File: config.mk
export PLATFORM = sky130hd
export DESIGN_NAME = averaging_hysteresis_thermostat_core
export DESIGN_NICKNAME = d
export VERILOG_FILES = /design/src/rtl/core/aht_pkg.sv /design/src/rtl/core/averaging_hysteresis_thermostat_core.sv /design/src/rtl/core/aht_lane.sv /design/src/rtl/core/aht_merge.sv
export SDC_FILE = /design/constraint.sdc
export NUM_CORES = 1
export LEC_CHECK = 0
export ABC_AREA = 1
export BUFFER_PORTS_ARGS = -buffer_cell sky130_fd_sc_hd__buf_2
export CAP_MARGIN = 20
export CORE_UTILIZATION = 60
export CTS_BUF_LIST = sky130_fd_sc_hd__clkbuf_8
export CTS_CLUSTER_DIAMETER = 80
export DETAILED_ROUTE_END_ITERATION = 10
export PLACE_DENSITY = 0.78
export SLEW_MARGIN = 20
export SYNTH_ARGS = -nofsm -noshare
export SYNTH_HDL_FRONTEND = slang
export SYNTH_SLANG_ARGS = --single-unit
File: constraint.sdc
create_clock -name clk_i -period 12.7 [get_ports clk_i]
set_input_delay 0 -clock clk_i [delete_from_list [all_inputs] [get_ports clk_i]]
set_output_delay 0 -clock clk_i [all_outputs]
set_load 0.05 [all_outputs]
File: src/rtl/core/aht_pkg.sv
// ----------------------------------------------------------------------------
// aht_pkg
// Shared widths, constants and types of the averaging thermostat core.
// ----------------------------------------------------------------------------
`default_nettype none

package aht_pkg;

  localparam int ADC_BITS     = 10;
  localparam int CNT_BITS     = 8;
  localparam int SUM_BITS     = ADC_BITS + CNT_BITS;
  localparam int TEMP_BITS    = 9;
  localparam int SCALE_NUM    = 32031;
  localparam int SCALE_BITS   = 15;
  localparam int SCALE_SHIFT  = 16;
  localparam int PROD_BITS    = SUM_BITS + SCALE_BITS;
  localparam int SCALED_BITS  = PROD_BITS - SCALE_SHIFT;
  localparam int DIV_CNT_BITS = $clog2(SCALED_BITS);

  localparam int IN_TDATA_BITS   = ((2 * ADC_BITS + 7) / 8) * 8;
  localparam int OUT_FIELD_BITS  = 2 * TEMP_BITS + 2;
  localparam int OUT_TDATA_BITS  = ((OUT_FIELD_BITS + 7) / 8) * 8;

  localparam int ADDR_BITS = 4;
  localparam int DATA_BITS = 32;

  localparam logic [1:0] REG_UPPER = 2'd0;
  localparam logic [1:0] REG_LOWER = 2'd1;
  localparam logic [1:0] REG_BATCH = 2'd2;

  localparam logic [TEMP_BITS-1:0] UPPER_RST = TEMP_BITS'(30);
  localparam logic [TEMP_BITS-1:0] LOWER_RST = TEMP_BITS'(25);
  localparam logic [CNT_BITS-1:0]  BATCH_RST = CNT_BITS'(100);

  typedef struct packed {
    logic acc_en;
    logic batch_end;
    logic mul;
    logic div_step;
  } lane_ctrl_t;

endpackage

`default_nettype wire

File: src/rtl/core/averaging_hysteresis_thermostat_core.sv
// ----------------------------------------------------------------------------
// averaging_hysteresis_thermostat_core
// Two-channel averaging thermostat with alarm and heater hysteresis.
// ----------------------------------------------------------------------------
// A sample pair that does not close a batch is taken at once and the core
// stays ready. The pair that closes a batch starts a conversion: a multiply
// state, 17 divide steps and a merge state, after which the core accepts its
// next request, later only if the previous result has not yet been taken.
// The conversion length is set by the one-bit-per-cycle restoring divider in
// each of the two channel lanes.
`default_nettype none

module averaging_hysteresis_thermostat_core (
  input  logic                                clk_i,
  input  logic                                rst_ni,
  // sample_a, sample_b, zero pad
  input  logic [aht_pkg::IN_TDATA_BITS-1:0]   s_axis_tdata,
  input  logic                                s_axis_tvalid,
  output logic                                s_axis_tready,
  // temp_a, temp_b, alarm_on, heater_on, zero pad
  output logic [aht_pkg::OUT_TDATA_BITS-1:0]  m_axis_tdata,
  output logic                                m_axis_tvalid,
  input  logic                                m_axis_tready,
  input  logic                                psel,
  input  logic                                penable,
  input  logic                                pwrite,
  input  logic [aht_pkg::ADDR_BITS-1:0]       paddr,
  input  logic [aht_pkg::DATA_BITS-1:0]       pwdata,
  output logic [aht_pkg::DATA_BITS-1:0]       prdata,
  output logic                                pready
);
  import aht_pkg::*;

  typedef enum logic [3:0] {
    ST_IDLE  = 4'b0001,
    ST_MUL   = 4'b0010,
    ST_DIV   = 4'b0100,
    ST_MERGE = 4'b1000
  } state_e;

  state_e                  state_q, state_d;
  logic [TEMP_BITS-1:0]    upper_q, lower_q;
  logic [CNT_BITS-1:0]     batch_q;
  logic [CNT_BITS-1:0]     cnt_q, cnt_d;
  logic [CNT_BITS-1:0]     cnt_new;
  logic [CNT_BITS-1:0]     n_eff;
  logic [CNT_BITS-1:0]     div_n_q;
  logic [DIV_CNT_BITS-1:0] step_q, step_d;
  logic                    accept;
  logic                    batch_end;
  logic                    cfg_wr;
  logic [1:0]              reg_idx;
  lane_ctrl_t              ctrl;
  logic [SCALED_BITS-1:0]  quot_a, quot_b;
  logic                    merge_free;
  logic                    load;

  assign pready  = 1'b1;
  assign reg_idx = paddr[3:2];
  assign cfg_wr  = psel && penable && pwrite && pready;

  always_ff @(posedge clk_i or negedge rst_ni) begin
    if (!rst_ni) begin
      upper_q <= UPPER_RST;
      lower_q <= LOWER_RST;
      batch_q <= BATCH_RST;
    end else if (cfg_wr) begin
      case (reg_idx)
        REG_UPPER: upper_q <= pwdata[TEMP_BITS-1:0];
        REG_LOWER: lower_q <= pwdata[TEMP_BITS-1:0];
        REG_BATCH: batch_q <= pwdata[CNT_BITS-1:0];
        default: ;
      endcase
    end
  end

  always_comb begin
    case (reg_idx)
      REG_UPPER: prdata = DATA_BITS'(upper_q);
      REG_LOWER: prdata = DATA_BITS'(lower_q);
      REG_BATCH: prdata = DATA_BITS'(batch_q);
      default:   prdata = '0;
    endcase
  end

  assign s_axis_tready = (state_q == ST_IDLE);
  assign accept        = s_axis_tvalid && s_axis_tready;
  assign cnt_new       = cnt_q + CNT_BITS'(1);
  assign n_eff         = (batch_q == '0) ? CNT_BITS'(1) : batch_q;
  assign batch_end     = (cnt_new == '0) || (cnt_new >= n_eff);
  assign load          = (state_q == ST_MERGE) && merge_free;

  assign ctrl.acc_en    = accept;
  assign ctrl.batch_end = batch_end;
  assign ctrl.mul       = (state_q == ST_MUL);
  assign ctrl.div_step  = (state_q == ST_DIV);

  always_comb begin
    state_d = state_q;
    cnt_d   = cnt_q;
    step_d  = step_q;
    case (state_q)
      ST_IDLE: begin
        if (accept) begin
          cnt_d = batch_end ? '0 : cnt_new;
          if (batch_end) begin
            state_d = ST_MUL;
          end
        end
      end
      ST_MUL: begin
        step_d  = '0;
        state_d = ST_DIV;
      end
      ST_DIV: begin
        step_d = step_q + DIV_CNT_BITS'(1);
        if (step_q == DIV_CNT_BITS'(SCALED_BITS - 1)) begin
          state_d = ST_MERGE;
        end
      end
      ST_MERGE: begin
        if (merge_free) begin
          state_d = ST_IDLE;
        end
      end
      default: state_d = ST_IDLE;
    endcase
  end

  always_ff @(posedge clk_i or negedge rst_ni) begin
    if (!rst_ni) begin
      state_q <= ST_IDLE;
      cnt_q   <= '0;
      step_q  <= '0;
    end else begin
      state_q <= state_d;
      cnt_q   <= cnt_d;
      step_q  <= step_d;
    end
  end

  always_ff @(posedge clk_i) begin
    if (accept && batch_end) begin
      div_n_q <= n_eff;
    end
  end

  aht_lane u_lane_a (
    .clk_i     (clk_i),
    .rst_ni    (rst_ni),
    .ctrl_i    (ctrl),
    .sample_i  (s_axis_tdata[ADC_BITS-1:0]),
    .divisor_i (div_n_q),
    .quot_o    (quot_a)
  );

  aht_lane u_lane_b (
    .clk_i     (clk_i),
    .rst_ni    (rst_ni),
    .ctrl_i    (ctrl),
    .sample_i  (s_axis_tdata[2*ADC_BITS-1:ADC_BITS]),
    .divisor_i (div_n_q),
    .quot_o    (quot_b)
  );

  aht_merge u_merge (
    .clk_i        (clk_i),
    .rst_ni       (rst_ni),
    .load_i       (load),
    .quot_a_i     (quot_a),
    .quot_b_i     (quot_b),
    .upper_i      (upper_q),
    .lower_i      (lower_q),
    .out_tready_i (m_axis_tready),
    .out_tvalid_o (m_axis_tvalid),
    .out_tdata_o  (m_axis_tdata),
    .free_o       (merge_free)
  );

endmodule

`default_nettype wire

File: src/rtl/core/aht_lane.sv
// ----------------------------------------------------------------------------
// aht_lane
// One sensor channel: accumulator, scaling multiply and bit-serial divider.
// ----------------------------------------------------------------------------
`default_nettype none

module aht_lane (
  input  logic                                clk_i,
  input  logic                                rst_ni,
  input  aht_pkg::lane_ctrl_t                 ctrl_i,
  input  logic [aht_pkg::ADC_BITS-1:0]        sample_i,
  input  logic [aht_pkg::CNT_BITS-1:0]        divisor_i,
  output logic [aht_pkg::SCALED_BITS-1:0]     quot_o
);
  import aht_pkg::*;

  logic [SUM_BITS-1:0]    acc_q, acc_d;
  logic [SUM_BITS-1:0]    sum_new;
  logic [SUM_BITS-1:0]    hold_q;
  logic [PROD_BITS-1:0]   prod;
  logic [SCALED_BITS-1:0] quo_q;
  logic [CNT_BITS-1:0]    rem_q;
  logic [CNT_BITS:0]      rem_sh;
  logic [CNT_BITS:0]      rem_sub;
  logic                   fits;

  assign sum_new = acc_q + SUM_BITS'(sample_i);
  assign prod    = PROD_BITS'(hold_q) * PROD_BITS'(SCALE_NUM);
  assign rem_sh  = {rem_q, quo_q[SCALED_BITS-1]};
  assign rem_sub = rem_sh - {1'b0, divisor_i};
  assign fits    = rem_sh >= {1'b0, divisor_i};

  always_comb begin
    acc_d = acc_q;
    if (ctrl_i.acc_en) begin
      acc_d = ctrl_i.batch_end ? '0 : sum_new;
    end
  end

  always_ff @(posedge clk_i or negedge rst_ni) begin
    if (!rst_ni) begin
      acc_q <= '0;
    end else begin
      acc_q <= acc_d;
    end
  end

  always_ff @(posedge clk_i) begin
    if (ctrl_i.acc_en && ctrl_i.batch_end) begin
      hold_q <= sum_new;
    end
    if (ctrl_i.mul) begin
      quo_q <= prod[PROD_BITS-1:SCALE_SHIFT];
      rem_q <= '0;
    end else if (ctrl_i.div_step) begin
      quo_q <= {quo_q[SCALED_BITS-2:0], fits};
      rem_q <= fits ? rem_sub[CNT_BITS-1:0] : rem_sh[CNT_BITS-1:0];
    end
  end

  assign quot_o = quo_q;

endmodule

`default_nettype wire

File: src/rtl/core/aht_merge.sv
// ----------------------------------------------------------------------------
// aht_merge
// Combines both channel readings: saturation, hysteresis and result register.
// ----------------------------------------------------------------------------
`default_nettype none

module aht_merge (
  input  logic                                 clk_i,
  input  logic                                 rst_ni,
  input  logic                                 load_i,
  input  logic [aht_pkg::SCALED_BITS-1:0]      quot_a_i,
  input  logic [aht_pkg::SCALED_BITS-1:0]      quot_b_i,
  input  logic [aht_pkg::TEMP_BITS-1:0]        upper_i,
  input  logic [aht_pkg::TEMP_BITS-1:0]        lower_i,
  input  logic                                 out_tready_i,
  output logic                                 out_tvalid_o,
  output logic [aht_pkg::OUT_TDATA_BITS-1:0]   out_tdata_o,
  output logic                                 free_o
);
  import aht_pkg::*;

  logic [TEMP_BITS-1:0]      temp_a, temp_b;
  logic                      alarm_q, alarm_d;
  logic                      heater_q, heater_d;
  logic                      valid_q, valid_d;
  logic [OUT_FIELD_BITS-1:0] data_q;

  function automatic logic [TEMP_BITS-1:0] sat(input logic [SCALED_BITS-1:0] v);
    logic over;
    over = |v[SCALED_BITS-1:TEMP_BITS];
    return over ? '1 : v[TEMP_BITS-1:0];
  endfunction

  assign temp_a = sat(quot_a_i);
  assign temp_b = sat(quot_b_i);
  assign free_o = !valid_q || out_tready_i;

  always_comb begin
    alarm_d  = alarm_q;
    heater_d = heater_q;
    valid_d  = valid_q && !out_tready_i;
    if (load_i) begin
      valid_d = 1'b1;
      if ((temp_a > upper_i || temp_b > upper_i) && !alarm_q) begin
        alarm_d  = 1'b1;
        heater_d = 1'b0;
      end else if (temp_a < upper_i && temp_b < upper_i && alarm_q) begin
        alarm_d = 1'b0;
      end else if (temp_a < lower_i && temp_b < lower_i && !alarm_q) begin
        heater_d = 1'b1;
      end
    end
  end

  always_ff @(posedge clk_i or negedge rst_ni) begin
    if (!rst_ni) begin
      alarm_q  <= 1'b0;
      heater_q <= 1'b0;
      valid_q  <= 1'b0;
    end else begin
      alarm_q  <= alarm_d;
      heater_q <= heater_d;
      valid_q  <= valid_d;
    end
  end

  always_ff @(posedge clk_i) begin
    if (load_i) begin
      data_q <= {heater_d, alarm_d, temp_b, temp_a};
    end
  end

  assign out_tvalid_o = valid_q;
  assign out_tdata_o  = OUT_TDATA_BITS'(data_q);

endmodule

`default_nettype wire

==> impl_results.md <==
* Run status: finished clean
* #FFs+latches synth at around 200
* Clk_lat worst skew at 0.55 ns
* Hpwl dp at 48900 um
* Seq/Total Area, Yosys at 22.6%
* Worst slew margin at 35.9%
* Syn avg cell area at 8.02 um^2
* Core Region at 0.0386 mm^2
* Vias in the first global route at approximately 19k
* Netlist Area Pre-Place at 0.0235 mm^2
* Total Routing Usage GR at 31.0%
* Final setup viols at 0
* Arrival @ worst endpoint at between 6 and 7 ns
* PortBufs at 68
* Global-route wire length before repair at approximately 95000 um
* Synth-to-Final Area Change at 5.87%
* Diode count at 0
* DIE AREA at 0.0400 mm^2
* Final Cycle Share at 45.5%
* Fillers at 3342
* Achievable frequency at around 170 MHz
* DRT iter0 DRCs at 1178
* Worst Setup End Kind: flop
* Max-Cap Viols at 0
* Min cycle time layout at 5.78 ns
* # IOs at 126
* Setup Skew at 0.0323 ns
* Chip Width at between 200 and 250 um
* Setup TNS at 0 ns
* Drt drc at 0
* Clk buf depth at 2
* Worst Max-Slew Pin Slew at 0.961 ns
* Final nets at 3639
* Slew Limit Fails at 0
* Via density at 5.35
* Multi-input gate area at 0.0153 mm^2
* Sink Count at 196
* Die height at 200 um
* EDFF count, synth at 98
* Starting Density at 60.9%
* Proportion of layout cells with a drive suffix above 1 at 5.15%
* Synth Instances at 2935
* Startpoint types: flop
* Worst-path clk slew at 0.12 ns
* Crit-path max FO at 5
* Antenna violations before repair at 3
* Post-route ant nets at 0
* CTS HTree Levels at 4
* Post-synth cell types at 50
* Req. time, crit path at 12.99 ns
* Overflow left after global routing at 0
* Crit path kind: flop to flop
* GPL Wtd Cong at 0.941
* Synth warnings at 0
* Total CTS buffers at 17
* Clock root buffer: clkbuf_8
* Routed wire length at roughly 58000 um
* RSZ-0062 raised after global routing: false
* DRT Pass-1 Iters at 5
* Largest net degree at the start of global routing at 45
* CTS tree: done
* Hold Path Class: primary input to flop
* Sequential cell area at around 0.0053 mm^2
* FFs w/ async S/R, synth at 41.8%
* Fin. Hold Viols at 0
* Vias at between 15k and 20k
* Std cell rows at a little over 70
* WL/cell at 16.4 um
* Prevailing post-synth register cell: edfxtp_1
## cells in the final DEF (no fill, tap or decap), types with 28 or more instances in the layout
| cell | count |
|---|---|
| nand2_1 | 733 |
| buf_2 | 67 |
| nor2_1 | 150 |
| fa_1 | 238 |
| ha_1 | 319 |
| o21ai_0 | 81 |
| edfxtp_1 | 98 |
| nand3_1 | 148 |
| inv_1 | 702 |
| a21oi_1 | 108 |
| dfrtp_1 | 71 |
| conb_1 | 28 |
## final cells by class
cell class / count / area share [%]
tap: 518 / 2.60
timing repair buffer: 93 / 2.36
clock buffer: 17 / 0.939
sequential: 196 / 21.4
inverter: 705 / 10.6
multi-input combinational: 2002 / 61.4
clock inverter: 15 / 0.643
## synth_stat cells, types with 2 or more instances
cell | number | area, um^2
edfxtp_1 | 98 | 2940
nand4_1 | 22 | 138
dfrtp_1 | 71 | 1780
o21bai_1 | 15 | 113
nor2_2 | 5 | 31.3
dfstp_2 | 11 | 289
buf_6 | 4 | 45.0
nor3_1 | 24 | 120
o21ai_2 | 6 | 52.6
a21oi_1 | 110 | 551
inv_1 | 700 | 2630
fa_1 | 238 | 4760
nand2_1 | 733 | 2750
clkbuf_1 | 18 | 67.6
xor2_1 | 23 | 201
dfxtp_1 | 16 | 320
nor4_1 | 3 | 18.8
xnor2_1 | 12 | 105
o22ai_1 | 14 | 87.6
o221ai_1 | 7 | 61.3
ha_1 | 319 | 3990
a21boi_0 | 2 | 15.0
buf_2 | 5 | 25.0
o211ai_1 | 4 | 30.0
nand4_2 | 2 | 25.0
conb_1 | 2 | 7.51
buf_4 | 30 | 225
or2_2 | 11 | 68.8
nor2_1 | 150 | 563
o21ai_0 | 81 | 405
nand3b_1 | 12 | 90.1
o21a_1 | 6 | 45.0
o21ai_1 | 9 | 45.0
inv_2 | 4 | 15.0
nand3_1 | 148 | 741
a21o_1 | 4 | 30.0
nand2_2 | 3 | 18.8
## worst max-delay path, cell delays in order (launching register included)
cell and delay [ns]:
edfxtp_1 0.50, inv_1 0.17, fa_1 0.61, fa_1 0.49
fa_1 0.55, fa_1 0.54, inv_1 0.05, fa_1 0.53
inv_1 0.05, fa_1 0.49, inv_1 0.04, ha_1 0.38
nand2_1 0.13, nor2_1 0.18, inv_1 0.05, nor2_1 0.17
nand4_1 0.15, nand3_1 0.12, nand2_1 0.05, nand3_1 0.16
o21ai_0 0.11
## cells by family (layout without fill, tap and decap cells)
family,Yosys count,in the layout,synth area share [%]
and+or+nand+nor,1119,1119,19.7
buffers and inverters,763,830,12.8
adders and majority gates,557,557,37.2
AOI/OAI and AO/OA,263,263,6.32
DFF,196,196,22.6
xor gates and xnor gates,35,35,1.30
other,2,28,0.0319
## metal layers
layer  wire, um  up-vias  global-route usage (%)
li1           -     9222                       -
met1      24700     9053                    39.9
met2      27800      581                    52.1
met3       3550      119                    5.11
met4       2070        4                    12.5
met5         32        -                       0
## flip-flops by register name, indices dropped and copies added (netlist names), 17 cells and up
register         cells
u_lane_b.quot_o     17
u_lane_a.quot_o     17
u_merge.data_q      20
u_lane_b.hold_q     18
u_lane_b.acc_q      18
u_lane_a.acc_q      18
u_lane_a.hold_q     18
## worst paths after layout
check                      slack, ns               start            endpoint  depth (start not counted)
min                             0.05     s_axis_tdata[2]   u_lane_a.acc_q[2]                          5
max in group asynchronous      11.91              rst_ni  u_lane_a.acc_q[16]                          3
max reg2reg                     6.92  u_lane_a.hold_q[5]  u_lane_a.quot_o[5]                         20
min reg2reg                     0.48   u_lane_b.rem_q[4]   u_lane_b.rem_q[4]                          2
min in group asynchronous       0.08              rst_ni          batch_q[6]                          2
max                             6.92  u_lane_a.hold_q[5]  u_lane_a.quot_o[5]                         20
## stage by stage
stage	hold slack [ns]	instances	area, um^2	utilization, %	setup WS, ns
finish	0.0537	3546	24900	64.5	6.92
global route	0.0592	3546	24900	64.5	6.52
global placement	-0.000643	3495	24300	62.9	7.02
floorplan	-0.296	2961	23600	-	7.53
detailed placement	0.00513	3495	24300	62.9	6.93
CTS	0.00903	3546	24900	64.5	6.92
## timing repair
action                                  CTS  global route
gates resized for setup                   0             0
endpoints found under the setup margin    0             0
hold endpoints to repair                 81             0
hold buffers                             19             0
setup buffers                             0             0
Power is left out: the tool's default activity adds up to more than one toggle a clock period on the data nets, which glitch-free logic cannot reach.
